`config.mk`:
```
export PLATFORM = sky130hd
export DESIGN_NAME = nss_symtab
export DESIGN_NICKNAME = d
export VERILOG_FILES = /design/src/sv/nss_pkg.sv /design/src/sv/nss_symtab.sv
export SDC_FILE = /design/constraint.sdc
export NUM_CORES = 1
export LEC_CHECK = 0
export ABC_CLOCK_PERIOD_IN_PS = 3850
export BUFFER_PORTS_ARGS = -buffer_cell sky130_fd_sc_hd__buf_4
export CAP_MARGIN = 20
export CORE_MARGIN = 2
export CORE_UTILIZATION = 45
export CTS_BUF_LIST = sky130_fd_sc_hd__clkbuf_4 sky130_fd_sc_hd__clkbuf_8
export DETAILED_ROUTE_END_ITERATION = 7
export GPL_TIMING_DRIVEN = 0
export HOLD_SLACK_MARGIN = 0.1
export PLACE_DENSITY = 0.57
export SYNTH_ARGS = -nofsm -noshare
export SYNTH_HDL_FRONTEND = slang
export SYNTH_SLANG_ARGS = --single-unit
```
`constraint.sdc`:
```
create_clock -name clk -period 3.85 [get_ports clk]
set_clock_uncertainty 0.05 [all_clocks]
set_input_delay 0.385 -clock clk [delete_from_list [all_inputs] [get_ports clk]]
set_output_delay 0.385 -clock clk [all_outputs]
set_load 0.005 [all_outputs]
```
`src/sv/nss_pkg.sv`:
```
// Shared types, constants and helpers for the NFA state set stepper.
// No dependencies; every other file imports this package.
package nss_pkg;

	// Sizes of the automaton.
	localparam int NUM_STATES  = 8;
	localparam int NUM_SYMBOLS = 256;

	// Field widths fixed by the item format.
	localparam int SYM_W      = 8;
	localparam int STATE_W    = 3;
	localparam int SET_W      = 8;
	localparam int CFG_DATA_W = 8;
	localparam int CFG_IDX_W  = 1;

	// Index widths derived from the sizes.
	localparam int STATE_IDX_W = (NUM_STATES > 1) ? $clog2(NUM_STATES) : 1;
	localparam int SYM_IDX_W   = (NUM_SYMBOLS > 1) ? $clog2(NUM_SYMBOLS) : 1;

	typedef logic [NUM_STATES-1:0] set_t;

	typedef enum logic [1:0] {
		OP_RESTART = 2'd0,
		OP_STEP    = 2'd1,
		OP_ADD     = 2'd2,
		OP_MARK    = 2'd3
	} op_t;

	typedef enum logic [CFG_IDX_W-1:0] {
		CFG_START_INDEX = 1'b0,
		CFG_ACCEPT_MASK = 1'b1
	} cfg_idx_t;

	// Write command for the successor row slices held in the cells.
	typedef struct packed {
		logic                   en;
		logic                   fresh;
		logic [SYM_IDX_W-1:0]   addr;
		logic [STATE_W-1:0]     from_state;
		logic [STATE_IDX_W-1:0] to_idx;
	} row_wr_t;

	// True when the symbol lies inside the configured alphabet range.
	function automatic logic sym_in_range(input logic [SYM_W-1:0] s);
		logic [SYM_W:0] lim;
		lim = (SYM_W+1)'(NUM_SYMBOLS);
		return ({1'b0, s} < lim);
	endfunction

	// True when the state number names an existing state.
	function automatic logic state_in_range(input logic [STATE_W-1:0] s);
		logic [STATE_W:0] lim;
		lim = (STATE_W+1)'(NUM_STATES);
		return ({1'b0, s} < lim);
	endfunction

endpackage

```
`src/sv/nss_symtab.sv`:
```
// Per-symbol flags: alphabet membership and successor row written-once marks.
// Depends on nss_pkg.
module nss_symtab import nss_pkg::*; (
	input  logic                 clk,
	input  logic                 arst_n,
	input  logic                 accept,
	input  logic [SYM_IDX_W-1:0] addr,
	input  logic                 sym_ok,
	input  logic                 add_en,
	input  logic                 mark_en,
	output logic                 row_fresh,
	output logic                 known_s1,
	output logic                 row_vld_s1
);

	logic [NUM_SYMBOLS-1:0] row_vld_q;
	logic [NUM_SYMBOLS-1:0] alpha_q;

	// A row that was never written reads as all zeros through its mark.
	assign row_fresh = !row_vld_q[addr];

	// Flags are set by add and mark beats and cleared only by reset.
	always_ff @(posedge clk or negedge arst_n) begin
		if (!arst_n) begin
			row_vld_q <= '0;
			alpha_q   <= '0;
		end else begin
			if (add_en) begin
				row_vld_q[addr] <= 1'b1;
			end
			if (mark_en) begin
				alpha_q[addr] <= 1'b1;
			end
		end
	end

	// Look up the flags of the accepted beat's symbol for the next stage.
	always_ff @(posedge clk) begin
		if (accept) begin
			known_s1   <= sym_ok && alpha_q[addr];
			row_vld_s1 <= row_vld_q[addr];
		end
	end

endmodule

```
==> results of run 1 <==
-- cells by family (layout without fill, tap and decap cells) --
kind of cell	after synthesis	in the layout	synth area share (%)
AO/OA/AOI/OAI	572	572	19.5
flip-flops	514	514	58.8
multiplexers	164	164	15.1
AND/OR/NAND/NOR	158	158	3.41
buffers and inverters	144	321	3.15
other	0	1	0
-- timing repair --
item | CTS | global route
hold endpoints to repair | 135 | 0
setup endpoints to repair | 1 | 1
hold buffers | 2 | 0
gates resized for setup | 1 | 3
-- flip-flops by register name, summed over array words and instances (netlist names) --
signal	count
row_vld_q	256
alpha_q	256
known_s1	1
row_vld_s1	1
-- layer usage --
| layer | vias to the layer above | wire [um] | global-route usage (%) |
|---|---|---|---|
| li1 | 5980 | - | - |
| met1 | 7704 | 28900 | 37.8 |
| met2 | 450 | 30500 | 42.4 |
| met3 | 108 | 3910 | 5.07 |
| met4 | 0 | 1640 | 8.69 |
| met5 | - | 0 | 0 |
-- through the flow --
step                cells  power (mW)
finish               2345        12.7
global route         2345        13.2
CTS                  2342        12.8
detailed placement   2184        7.43
global placement     2178        7.37
floorplan            1552        6.92
-- report_power, final --
part / switching (mW) / leakage (nW) / internal [mW]
logic: 0.662 / 5.83 / 0.601
clock network: 2.26 / 1.04 / 3.13
registers: 0.228 / 6.98 / 5.85
-- layout make-up --
type | instances | area [um2]
clock buffer | 141 | 1780
clock inverter | 16 | 155
multi-input combinational | 894 | 8350
timing repair buffer | 21 | 272
tap | 615 | 769
antenna | 1 | 2.50
fill | 4099 | 23000
sequential | 514 | 12900
buffer | 140 | 682
inverter | 3 | 11.3
-- final timing paths --
kind                                    from              to  slack, ns  depth (start not counted)
worst max register to register  alpha_q[111]        known_s1       1.31                          5
min in group clk                     addr[6]      alpha_q[0]       0.17                          3
worst min-delay path                  arst_n  row_vld_q[120]       0.16                          2
worst min register to register   alpha_q[60]     alpha_q[60]       0.40                          1
max in group asynchronous             arst_n     alpha_q[38]       1.88                          5
worst max-delay path                 addr[5]       row_fresh       0.05                          8
-- worst register-to-register path, delay by kind of cell, from the launching register on --
family / cells / cell delay (ns)
compound gates: 2 / 0.28
mux: 2 / 1.04
flops: 1 / 0.37
simple gates: 1 / 0.49
-- cell usage in the layout (no fill, tap or decap), types with 3 or more instances in the layout --
cell and instances:
nor2_1 48, nor3_1 6, buf_2 36, clkinv_2 13
bufinv_16 3, buf_16 5, o21ai_0 10, and2_1 4
mux4_2 132, nand4_1 4, o21bai_1 160, o221ai_1 4
clkbuf_8 116, clkbuf_1 81, a22oi_1 8, clkbuf_4 26
dfrtp_1 512, o22ai_1 5, buf_6 10, and3_1 4
nand2b_1 7, nor2b_1 7, a21oi_1 9, mux2_2 10
buf_1 5, buf_4 17, a221oi_1 9, or2_2 5
a21o_1 352, mux2i_1 22, a41oi_1 4, nand3_1 5
nand2_1 53
==> impl_metrics.tcl, run 1 <==
set metrics [dict create \
    outcome "finished clean" \
    synth_nets 1566 \
    yosysMostFrequentCell "dfrtp_1" \
    synth_cells 1552 \
    ant_nets 0 \
    layout_min_cycle_time_ns 3.80 \
    final_area_mm2 0.0249 \
    gp_congestion 0.858 \
    worstMarginPinSlew_ns 1.07 \
    vdd_drop_max_uv 228 \
    wl_per_cell_um 27.7 \
    crit_chain "clkbuf_1, clkbuf_1, buf_1, mux2i_1, nor3_1, a21oi_1, and4b_1, buf_4" \
    fin_ws_ns 0.0488 \
    first_pass_iters 5 \
    drt-total-wl_um 64900 \
    fmax_mhz 263 \
    cap_violations 0 \
    yosysTopAreaCell "dfrtp_1" \
    maxSlewViolCount 0 \
    numCtsBuffers 87 \
    grt_pass1_vias 14855 \
    initialDrtViolationCount 1257 \
    fin_nets 1675 \
    syn_avg_cell_area_um2 14.1 \
    setup_viol 0 \
    fin_hold_ws_ns 0.156 \
    leakagePower_nw 13.8 \
    cts_sinks 514 \
    dpl_cell_area_mm2 0.0229 \
    critPathMostFrequentCell "clkbuf_1" \
    cp_slowest_cell "clkbuf_1" \
    rows 80 \
    h-tree-depth 3 \
    synthTopCellsByCount "dfrtp_1, a21o_1, o21bai_1" \
    drc 0 \
    die_area_mm2 0.0504 \
    dp_hpwl_um 43100 \
    port_buffers 11 \
    clk_latency_ns 0.69 \
    synth_cell_types 48 \
    die_x_um 225 \
    ys_ff_latch 514 \
    pre_cts_slack_ns -0.349 \
    grt_max_degree 112 \
    cp_data_arrival_time_ns 3.37 \
    cpPeakStageDelay_ns 0.78 \
    grt_usage_pct 26.8 \
    synth_async_sr_flop_share_pct 99.6 \
    synthFlopType "dfrtp_1" \
    slew-limit-headroom_pct 28.4 \
    cts_tree "built" \
    ioPinCount 17 \
    critPathMaxFanout 10 \
    yosysSeqAreaShare_pct 58.8 \
    cts_post_setup_buffers_inserted 0 \
    cp_top_family "buffers and inverters" \
    dieHeight_um 225 \
    critPathKind "input pin to output pin" \
    yosys_warnings 0 \
    cp-end-kind "output pin" \
    core_mm2 0.0478 \
    clk_path_buf_depth 3 \
    clk_pin_slew_worst_paths_ns 0.06 \
    crit_required_ns 3.41 \
    drive_gt1_share_pct 22.1 \
    hold_class "input pin to asynchronous set/reset pin" \
    hold_viol_final 0 \
    netlist_area_mm2 0.0219 \
    initial_core_util_pct 45.8 \
    clock-root-buffer "clkbuf_8" \
    syn_to_final_growth_pct 13.7 \
    antenna_found_initial 2 \
    ys_top_cells_by_area "dfrtp_1, mux4_2, a21o_1" \
    detailroute.via_count 14242 \
    start_kind "input pin" \
    grt_pass1_wl_um 98400 \
    setup_tns_ns 0 \
    finalCoreUtilization_pct 52.0 \
    via_per_inst 6.07 \
    final.period_utilization_pct 98.7 \
    overflow 0 \
    powerDensity_mw_per_mm2 511 \
    synth_top_area_share_pct 58.5 \
    synth-edff-count 2 \
    crit_buf_inv 4 \
    rsz0062_at_grt "false" \
]
(Power assumes the default switching activity.)
==> run 2: changes to the inputs <==
--- a/config.mk
+++ b/config.mk
@@ -10,7 +10,7 @@
 export CAP_MARGIN = 20
 export CORE_MARGIN = 2
 export CORE_UTILIZATION = 45
-export CTS_BUF_LIST = sky130_fd_sc_hd__clkbuf_4 sky130_fd_sc_hd__clkbuf_8
+export CTS_BUF_LIST = sky130_fd_sc_hd__clkbuf_4
 export DETAILED_ROUTE_END_ITERATION = 7
 export GPL_TIMING_DRIVEN = 0
 export HOLD_SLACK_MARGIN = 0.1
==> run 2 against run 1 <==
Effect of this change:
- cell count up 3.5%
- global-route usage increased by 0.42 points
- combinational power barely moved
- fmax decreased by 0.56%
- sequential share of layout area rose by 0.35 points
- register-to-register slack got worse by 0.02 ns
- count of clock-buffer cells in the layout up 55
- total power fell by 5.9%
- highest routed layer unchanged
==> impl_metrics.tcl, run 2 (synthesis results as in run 1) <==
set metrics [dict create \
    cpPeakStageDelay_ns 0.82 \
    worstMarginPinSlew_ns 1.06 \
    clock-root-buffer "clkbuf_4" \
    port_buffers 11 \
    numCtsBuffers 139 \
    wl_per_cell_um 26.9 \
    start_kind "input pin" \
    layout_common_cells "dfrtp_1, a21o_1, clkbuf_4" \
    hold_viol_final 0 \
    crit_chain "buf_4, buf_2, buf_2, buf_1, nor2_1, nor2_1, o21ai_0, nand2_1, a21oi_1, and4b_1, buf_4" \
    cp-end-kind "output pin" \
    dieHeight_um 225 \
    grt-busiest-layer "met2" \
    grt_usage_pct 27.3 \
    reg2reg_slack_ns 1.29 \
    fillers 4180 \
    grt_util_met1_pct 37.1 \
    layout_min_cycle_time_ns 3.82 \
    reg2reg_to "row_vld_s1" \
    core_mm2 0.0478 \
    die_area_mm2 0.0504 \
    gp_congestion 0.858 \
    cts_sinks 514 \
    reg2reg_from "row_vld_q[135]" \
    overflow 0 \
    antenna_found_initial 1 \
    drive_gt1_share_pct 23.9 \
    whs_endpoint "alpha_q[81]" \
    fin_hold_ws_ns 0.228 \
    grt_pass1_vias 15445 \
    clk_latency_ns 0.97 \
    detailroute.via_count 14617 \
    fmax_mhz 262 \
    initialDrtViolationCount 1165 \
    vdd_drop_max_uv 253 \
    crit_required_ns 3.41 \
    syn_to_final_growth_pct 13.0 \
    first_pass_iters 6 \
    fin_nets 1739 \
    rows 80 \
    outcome "finished clean" \
    use_met3_pct 7.35 \
    h-tree-depth 4 \
    dp_hpwl_um 43100 \
    final.period_utilization_pct 99.3 \
    min_from "addr[5]" \
    reg_top3 "alpha_q (256), row_vld_q (256)" \
    final_common_cell "dfrtp_1" \
    drt-total-wl_um 65300 \
    powerDensity_mw_per_mm2 484 \
    setup_viol 0 \
    cts_tree "built" \
    cap_violations 0 \
    drc 0 \
    grt_max_degree 112 \
    slew-limit-headroom_pct 29.6 \
    grt_util_met2_pct 42.4 \
    clk_pin_slew_worst_paths_ns 0.07 \
    initial_core_util_pct 45.8 \
    multi_input_area_mm2 0.00837 \
    finalNonFillerCells 2426 \
    pre_cts_slack_ns -0.349 \
    critPathKind "input pin to output pin" \
    via_per_inst 6.03 \
    grt_pass1_wl_um 99000 \
    dp_cells 2184 \
    leakagePower_nw 13.9 \
    cp_data_arrival_time_ns 3.39 \
    regArea_mm2 0.0129 \
    ant_nets 0 \
    fin_ws_ns 0.0273 \
    maxSlewViolCount 0 \
    clk_path_buf_depth 3 \
    die_x_um 225 \
    rr_worst_depth 6 \
    hold_class "input pin to flip-flop" \
    cp_slowest_cell "buf_1" \
    ioPinCount 17 \
    hold_path_depth 4 \
    critPathMaxFanout 10 \
]
==> run 2: cell count changes in the layout (fill, tap and decap cells not counted), moves of 2 or more <==
| cell | delta |
|---|---|
| clkbuf_4 | +171 |
| clkbuf_8 | -116 |
| clkinv_1 | +21 |
| clkinv_2 | -12 |
| dlygate4sd3_1 | +10 |
| inv_2 | +7 |
| bufinv_16 | -2 |
==> run 2: where the power goes <==
group | internal, mW | total [mW] | switching [mW]
clock | 2.38 | 4.62 | 2.24
sequential | 5.85 | 6.07 | 0.227
combinational | 0.613 | 1.28 | 0.667
total | 8.84 | 12.0 | 3.13
==> run 2: worst max-delay path by stage <==
stage                        endpoint  cells after the start            from
final                       row_fresh                     11         addr[3]
after global routing        row_fresh                      6  row_vld_q[135]
after CTS                   row_fresh                      6  row_vld_q[135]
after detailed placement    row_fresh                      8         addr[2]
after global placement    alpha_q[38]                      1          arst_n
after floorplan             row_fresh                      7         addr[1]
==> run 2: repair_timing <==
item | 4_1_cts | 5_1_grt
endpoints found under the setup margin | 1 | 1
hold buffers | 13 | 0
pin swaps | 1 | 2
resized for setup | 2 | 4
setup buffers | 0 | 1
hold endpoints to repair | 346 | 0
==> run 2: worst max-delay path: cells and delay by family <==
family | cells | cell delay (ns)
AO/OA/AOI/OAI | 2 | 0.23
buffers and inverters | 5 | 2.06
AND/OR/NAND/NOR | 4 | 0.68
==> run 2: area by class of cell <==
| class | count | share of cell area (%) |
|---|---|---|
| flip-flops and latches | 514 | 52.1 |
| multi-input cells | 894 | 33.9 |
| clock buffers | 196 | 5.95 |
| well taps | 615 | 3.11 |
| plain buffers | 140 | 2.75 |
| repair buffers | 33 | 1.64 |
| clock inverters | 30 | 0.567 |
| inverters | 3 | 0.0455 |
| diodes | 1 | 0.0101 |
==> run 2: stage by stage <==
step | util, % | total power [mW] | cell area, um2 | setup TNS (ns)
after floorplan | - | 6.92 | 21900 | 0
after global placement | 47.5 | 7.37 | 22700 | -1482.16
after detailed placement | 47.9 | 7.43 | 22900 | -1.61
after CTS | 51.6 | 12.1 | 24700 | 0
after global routing | 51.7 | 12.5 | 24700 | -0.00838
final | 51.7 | 12.0 | 24700 | 0
==> run 2: routing by layer <==
metal	wire [um]	vias to the layer above
met5	0	-
met3	4760	111
met4	1530	0
met1	28200	7777
li1	-	6172
met2	30800	557
